$ cat config.mk
export PLATFORM = sky130hd
export DESIGN_NAME = ewma_envelope_impulse_detector
export DESIGN_NICKNAME = d
export VERILOG_FILES = /design/src/design/ewma_eid_pkg.sv /design/src/design/ewma_envelope_impulse_detector.sv /design/src/design/ewma_eid_step.sv
export SDC_FILE = /design/constraint.sdc
export NUM_CORES = 1
export LEC_CHECK = 0
export BUFFER_PORTS_ARGS = -buffer_cell sky130_fd_sc_hd__buf_4
export CORE_UTILIZATION = 55
export CTS_BUF_LIST = sky130_fd_sc_hd__clkbuf_4
export CTS_CLUSTER_SIZE = 10
export DETAILED_ROUTE_END_ITERATION = 7
export PLACE_DENSITY_LB_ADDON = 0.2
export RECOVER_POWER = 50
export SYNTH_ARGS = -nofsm -noshare
export SYNTH_HDL_FRONTEND = slang
export SYNTH_SLANG_ARGS = --single-unit
$ cat constraint.sdc
create_clock -name clk -period 29 [get_ports clk]
set_input_delay 2.9 -clock clk [delete_from_list [all_inputs] [get_ports clk]]
set_output_delay 2.9 -clock clk [all_outputs]
set_load 0.05 [all_outputs]
$ cat src/design/ewma_eid_pkg.sv
package ewma_eid_pkg;

	localparam int SAMPLE_BITS = 10;
	localparam int S_TDATA_W   = ((SAMPLE_BITS + 7) / 8) * 8;
	localparam int ACC_W       = 16;
	localparam int PAD_W       = 8;
	localparam int CFG_DATA_W  = 16;
	localparam int CFG_ADDR_W  = 1;
	localparam int RES_BITS    = 3 + 2 * ACC_W;
	localparam int M_TDATA_W   = ((RES_BITS + 7) / 8) * 8;

	localparam logic [CFG_ADDR_W-1:0] REG_NOISE_PADDING = 1'd0;
	localparam logic [CFG_ADDR_W-1:0] REG_HOLD_SAMPLES  = 1'd1;

	localparam logic [PAD_W-1:0] NOISE_PADDING_RST = 8'd16;
	localparam logic [ACC_W-1:0] HOLD_SAMPLES_RST  = 16'd200;
	localparam logic [ACC_W-1:0] BIAS_RST          = 16'd511;
	localparam logic [ACC_W-1:0] HIGH_RST          = 16'd520;
	localparam logic [ACC_W-1:0] LOW_RST           = 16'd500;
	localparam logic [ACC_W:0]   EWMA_OFFSET       = 17'd8;

	typedef struct packed {
		logic [ACC_W-1:0] bias;
		logic [ACC_W-1:0] high;
		logic [ACC_W-1:0] low;
		logic [ACC_W-1:0] hold;
		logic             sw;
	} det_state_t;

	typedef struct packed {
		logic [ACC_W-1:0] high_envelope;
		logic [ACC_W-1:0] low_envelope;
		logic             switch_on;
		logic             above_pulse;
		logic             below_pulse;
	} det_result_t;

	// m + x - floor((m - 8) / 16), wrapped to the accumulator width
	function automatic logic [ACC_W-1:0] ewma_upd(input logic [SAMPLE_BITS-1:0] x,
			input logic [ACC_W-1:0] m);
		logic signed [ACC_W:0] d;
		logic [ACC_W:0]        s;
		d = $signed({1'b0, m}) - $signed(EWMA_OFFSET);
		d = d >>> 4;
		s = {1'b0, m} + (ACC_W + 1)'(x) - $unsigned(d);
		return s[ACC_W-1:0];
	endfunction

endpackage

$ cat src/design/ewma_envelope_impulse_detector.sv
// Path: an accepted sample is registered in sample_s1, and its result is then registered in
// res_q and presented on m_tdata; a stall on the output side can hold it in between.
// Throughput: one sample per cycle while the output side is not stalled; the update loop of
// the three averages and the hold timer is combinational and sets that figure.
// Reset: arst_n clears both valid flags, loads the averages with 511/520/500, the hold
// timer with 0, the switch off, noise_padding with 16 and hold_samples with 200.
module ewma_envelope_impulse_detector import ewma_eid_pkg::*; (
	input  logic                  clk,
	input  logic                  arst_n,
	input  logic                  s_tvalid,
	output logic                  s_tready,
	input  logic [S_TDATA_W-1:0]  s_tdata,   // sample
	output logic                  m_tvalid,
	input  logic                  m_tready,
	// below_pulse, above_pulse, switch_on, low_envelope, high_envelope
	output logic [M_TDATA_W-1:0]  m_tdata,
	input  logic                  cfg_we,
	input  logic [CFG_ADDR_W-1:0] cfg_addr,
	input  logic [CFG_DATA_W-1:0] cfg_wdata
);

	logic [PAD_W-1:0]       noise_padding_q;
	logic [ACC_W-1:0]       hold_samples_q;
	logic                   valid_s1;
	logic [SAMPLE_BITS-1:0] sample_s1;
	logic                   out_valid_q;
	det_result_t            res_q;
	det_state_t             state_q;
	det_state_t             state_n;
	det_result_t            res_n;
	logic                   advance;

	always_ff @(posedge clk or negedge arst_n) begin
		if (!arst_n) begin
			noise_padding_q <= NOISE_PADDING_RST;
			hold_samples_q  <= HOLD_SAMPLES_RST;
		end else if (cfg_we) begin
			unique case (cfg_addr)
				REG_NOISE_PADDING: noise_padding_q <= cfg_wdata[PAD_W-1:0];
				REG_HOLD_SAMPLES:  hold_samples_q  <= cfg_wdata[ACC_W-1:0];
				default:           ;
			endcase
		end
	end

	assign advance  = !out_valid_q || m_tready;
	assign s_tready = !valid_s1 || advance;

	always_ff @(posedge clk or negedge arst_n) begin
		if (!arst_n) begin
			valid_s1 <= 1'b0;
		end else if (s_tready) begin
			valid_s1 <= s_tvalid;
		end
	end

	always_ff @(posedge clk) begin
		if (s_tready && s_tvalid) begin
			sample_s1 <= s_tdata[SAMPLE_BITS-1:0];
		end
	end

	ewma_eid_step u_step (
		.x             (sample_s1),
		.cur           (state_q),
		.noise_padding (noise_padding_q),
		.hold_samples  (hold_samples_q),
		.nxt           (state_n),
		.res           (res_n)
	);

	// commit state only when the transaction moves into the result register
	always_ff @(posedge clk or negedge arst_n) begin
		if (!arst_n) begin
			state_q.bias <= BIAS_RST;
			state_q.high <= HIGH_RST;
			state_q.low  <= LOW_RST;
			state_q.hold <= '0;
			state_q.sw   <= 1'b0;
			out_valid_q  <= 1'b0;
		end else if (advance) begin
			out_valid_q <= valid_s1;
			if (valid_s1) begin
				state_q <= state_n;
			end
		end
	end

	always_ff @(posedge clk) begin
		if (advance && valid_s1) begin
			res_q <= res_n;
		end
	end

	assign m_tvalid = out_valid_q;
	assign m_tdata  = M_TDATA_W'({res_q.high_envelope, res_q.low_envelope,
		res_q.switch_on, res_q.above_pulse, res_q.below_pulse});

	a_pulse_excl: assert property (@(posedge clk) disable iff (!arst_n)
		out_valid_q |-> !(res_q.below_pulse && res_q.above_pulse))
		else $error("both pulse flags set");

	a_pulse_switch: assert property (@(posedge clk) disable iff (!arst_n)
		out_valid_q && (res_q.below_pulse || res_q.above_pulse) |-> res_q.switch_on)
		else $error("detection without switch on");

	a_hold_implies_on: assert property (@(posedge clk) disable iff (!arst_n)
		state_q.hold != '0 |-> state_q.sw)
		else $error("hold timer running with switch off");

	a_state_stall: assert property (@(posedge clk) disable iff (!arst_n)
		!(advance && valid_s1) |=> $stable(state_q))
		else $error("state changed without a transaction");

	a_result_load: assert property (@(posedge clk) disable iff (!arst_n)
		advance && valid_s1 |=> out_valid_q)
		else $error("result lost on advance");

endmodule

$ cat src/design/ewma_eid_step.sv
module ewma_eid_step import ewma_eid_pkg::*; (
	input  logic [SAMPLE_BITS-1:0] x,
	input  det_state_t             cur,
	input  logic [PAD_W-1:0]       noise_padding,
	input  logic [ACC_W-1:0]       hold_samples,
	output det_state_t             nxt,
	output det_result_t            res
);

	logic [ACC_W-1:0]        bias_n;
	logic [ACC_W-5:0]        centre;
	logic [ACC_W-1:0]        noise;
	logic signed [ACC_W+1:0] diff;
	logic signed [ACC_W+1:0] lower;
	logic [ACC_W+1:0]        upper;
	logic signed [ACC_W+1:0] sx;
	logic                    below;
	logic                    above;

	always_comb begin
		bias_n   = ewma_upd(x, cur.bias);
		centre   = bias_n[ACC_W-1:4];
		nxt      = cur;
		nxt.bias = bias_n;
		if ((ACC_W - 4)'(x) > centre) begin
			nxt.high = ewma_upd(x, cur.high);
		end
		if ((ACC_W - 4)'(x) < centre) begin
			nxt.low = ewma_upd(x, cur.low);
		end

		noise = nxt.high - nxt.low + ACC_W'(noise_padding);

		// lower threshold can go negative, floor toward minus infinity
		diff  = $signed({2'b00, bias_n}) - $signed({2'b00, noise});
		lower = diff >>> 4;
		upper = ({2'b00, bias_n} + {2'b00, noise}) >> 4;
		sx    = $signed((ACC_W + 2)'(x));

		below = sx < lower;
		above = !below && ((ACC_W + 2)'(x) > upper);

		if (below || above) begin
			nxt.sw   = 1'b1;
			nxt.hold = hold_samples;
		end else if (cur.hold != '0) begin
			nxt.hold = cur.hold - ACC_W'(1);
		end else begin
			nxt.sw = 1'b0;
		end

		res.below_pulse   = below;
		res.above_pulse   = above;
		res.switch_on     = nxt.sw;
		res.low_envelope  = nxt.low;
		res.high_envelope = nxt.high;
	end

endmodule

==> out/qor.csv <==
stage,metric,value,unit
hold_path,HP Class,reg -> reg,
outcome,status,"finished, violations left",
placement,PortBufs,68,
synthesis,mux cell area share after synthesis,7.13,%
drt,DR vias/cell,5.78,
clocking,Clock Pin Slew Worst Setup and Hold Paths,0.14,ns
clocking,CTS resizes,0,
global_route,initial antenna violation count,1,
worst_setup_path,RR Endpoint,state_q[9]$_DFFE_PN0P_,
worst_setup_path,reg2reg start,state_q[52]$_DFFE_PN1P_,
synthesis,Post-Synth Adder-Cell Area,21.0,%
worst_setup_path,Reg2Reg Depth,55,
synthesis,cell with the most instances after synthesis,ha_1,
hold_path,Worst Hold Path Cells,2,
synthesis,Ys Warns,0,
timing,Worst Tran Pin Value,3.75,ns
synthesis,number of synthesized register bits,136,
die,die area,22900,um^2
drt,WL per Instance,16.6,um
die,Core ar.,21900,um^2
final_layout,nets,1600,
die,Initial Utilization,56.1,%
synthesis,Area contributors post-synth,"ha_1 15%, dfrtp_1 14%, edfxtp_1 11%",
synthesis,mapped cell area,12300,um^2
clocking,clock root cell,clkbuf_4,
worst_setup_path,CP max-delay cell,a21boi_4,
synthesis,"area leader, netlist",ha_1,
timing,PnR worst setup slack,15.50,ns
clocking,CTS buffer count,17,
worst_setup_path,"Max FO, Critical Path",34,
worst_setup_path,Worst EP arrival,13.80,ns
timing,unrepaired setup endpoints after global routing,false,
timing,max-slew violation count,154,
timing,Max Fclk,74.1,MHz
hold_path,worst hold start,state_q[50]$_DFFE_PN1P_,
die,Die W,151,um
synthesis,compound-cell area share of the yosys netlist,14.1,%
clocking,Bufs on Longest Clock Path,2,
placement,RePlAce Congestion,0.890,
synthesis,Post-Synth XOR/XNOR Area,6.54,%
final_layout,fraction of layout cells with a size suffix above 1,12.9,%
drt,TritonRoute pass-1 iters,5,
drt,Vias,9664,
die,Rows,54,
timing,Rel. slew slack,-150,%
clocking,CTS sink cnt,136,
worst_setup_path,Crit Path Class,reg -> reg,
global_route,first-pass GRT wire length,45.3,mm
die,Die Ht,151,um
drt,Residual DRC,0,
hold_path,Hold Path Sink,state_q[50]$_DFFE_PN1P_,
worst_setup_path,critical path's top delay family,compound AO/OA/AOI/OAI gates,
worst_setup_path,Most common cell on crit path,nor2_1,
run,max_cap viols,3,
worst_setup_path,flop2flop setup slack,15.50,ns
global_route,total track usage,25.4,%
synthesis,main flop type after synthesis,dfrtp_1,
synthesis,post-synthesis simple-gate area fraction,15.8,%
synthesis,main combinational cell family by area after synthesis,adder cells,
clocking,CTS tree,yes,
clocking,setup repair bufs after CTS,0,
drt,detailed-route wire length,27.8,mm
worst_setup_path,CP max stage delay,0.87,ns
global_route,"Remaining Overflow, GRT",0,
synthesis,Synth top area share,14.8,%
synthesis,sequential element share of the synthesized area,29.7,%
final_layout,Final Core Density,60.8,%
synthesis,Syn Area/Cell,9.34,um^2
synthesis,Mapped Cells,1316,
timing,setup_tns,0,ns
timing,final hold vios,0,
synthesis,number of synthesized flops with an enable pin,45,
clocking,clock latency on the worst-skew pair,0.58,ns
global_route,number of global-route vias before repair,9399,
worst_setup_path,startpoint types,flop,
worst_setup_path,worst path required time,29.31,ns
global_route,largest net degree at the start of global routing,67,
clocking,H-Tree Depth,4,
synthesis,"Distinct cells, synth",86,
timing,Setup Skew,0.0280,ns
die,Top Ports,80,
worst_setup_path,buffers and inverters on the worst path,2,
worst_setup_path,crit path capture type,flop,
final_layout,Area Overhead vs Synth,8.35,%
drt,drt initial violations,470,
outcome,failing checks,"capacitance limit, slew limit",
placement,pre-CTS WS,15.74,ns
drt,Final ANT Viol Nets,0,
synthesis,asr flop ratio synth,66.9,%
timing,final setup violation count,0,
synthesis,Commonest cells post-synth,"145 x ha_1, 137 x inv_1, 100 x nand2_1",
timing,Final Critical Period,13.50,ns
placement,detailed placement HPWL,21.5,mm
timing,Tcrit/Tclk final,46.5,%
clocking,hold buffers post-CTS,0,
==> worst register-to-register path, delay by kind of cell, from the launching register on <==
family	cells	cell delay, ns
AO/OA/AOI/OAI	20	5.31
adder cells (fa/ha/maj)	9	3.31
AND/OR/NAND/NOR	17	1.99
multiplexers	3	1.06
XOR/XNOR	4	0.85
flip-flops	1	0.59
buffers and inverters	2	0.10
==> per-layer routing <==
metal | global-route usage, % | vias to the layer above | share of wire, %
met5 | 0 | - | 0
met4 | 8.40 | 0 | 2.2
met3 | 3.71 | 38 | 3.8
met2 | 43.0 | 173 | 49
met1 | 33.2 | 4675 | 45
li1 | - | 4778 | -
==> registers in the layout (all words and copies together) (netlist names) <==
signal,count
hold_samples_q,16
m_tdata,35
m_tvalid,1
noise_padding_q,8
sample_s1,10
state_q,65
valid_s1,1
==> worst max path at each step <==
stage | start | end | slack [ns] | cells after the start
3_3_place_gp | state_q[52]$_DFFE_PN1P_ | state_q[16]$_DFFE_PN0P_ | 15.89 | 55
6_report | state_q[52]$_DFFE_PN1P_ | state_q[9]$_DFFE_PN0P_ | 15.50 | 55
4_1_cts | state_q[52]$_DFFE_PN1P_ | state_q[10]$_DFFE_PN0P_ | 15.68 | 55
2_1_floorplan | state_q[52]$_DFFE_PN1P_ | state_q[1]$_DFFE_PN0P_ | 18.29 | 58
3_5_place_dp | state_q[52]$_DFFE_PN1P_ | state_q[16]$_DFFE_PN0P_ | 15.74 | 55
5_1_grt | state_q[52]$_DFFE_PN1P_ | state_q[2]$_DFFE_PN0P_ | 14.40 | 56
==> layout by cell type, fill, tap and decap left out, types with 11 or more instances in the layout <==
cell and count:
nor2_1 94, mux2_2 37, a21o_1 22, xnor2_1 63, dfrtp_1 70, nand2_1 99
edfxtp_1 45, inv_1 137, nand2b_1 19, a21oi_1 69, o22ai_1 11, clkbuf_4 29
o21ai_1 13, nor2b_1 12, buf_4 50, fa_1 38, nand3_1 28, xor2_1 25
mux2i_1 29, mux2_1 15, ha_1 145, o21ai_0 57, or3_1 19, nor3_1 45
dfstp_2 21
==> stage by stage <==
stage	hold WS (ns)	cell area (um^2)	instances
finish	0.496	13300	1673
global route	0.520	13300	1673
CTS	0.497	13400	1672
detailed placement	0.476	13000	1640
global placement	0.467	13000	1640
floorplan	0.451	12300	1320
==> cell type report <==
class,count,area (um^2)
multi-input combinational,1015,7980
clock inverter,15,183
clock buffer,17,128
tap,280,350
antenna,1,2.50
sequential,136,3650
fill,1940,8580
inverter,137,514
timing repair buffer,72,503
==> kinds of logic after synthesis <==
| family | after synthesis |
|---|---|
| DFF | 136 |
| and+or+nand+nor | 387 |
| buffers and inverters | 169 |
| AOI/OAI and AO/OA | 268 |
| muxes | 81 |
| adders and majority gates | 184 |
| other | 1 |
| xor gates and xnor gates | 90 |
Power is not shown: default switching activity piles up to over one toggle a cycle in this logic, so the estimate is an artifact.
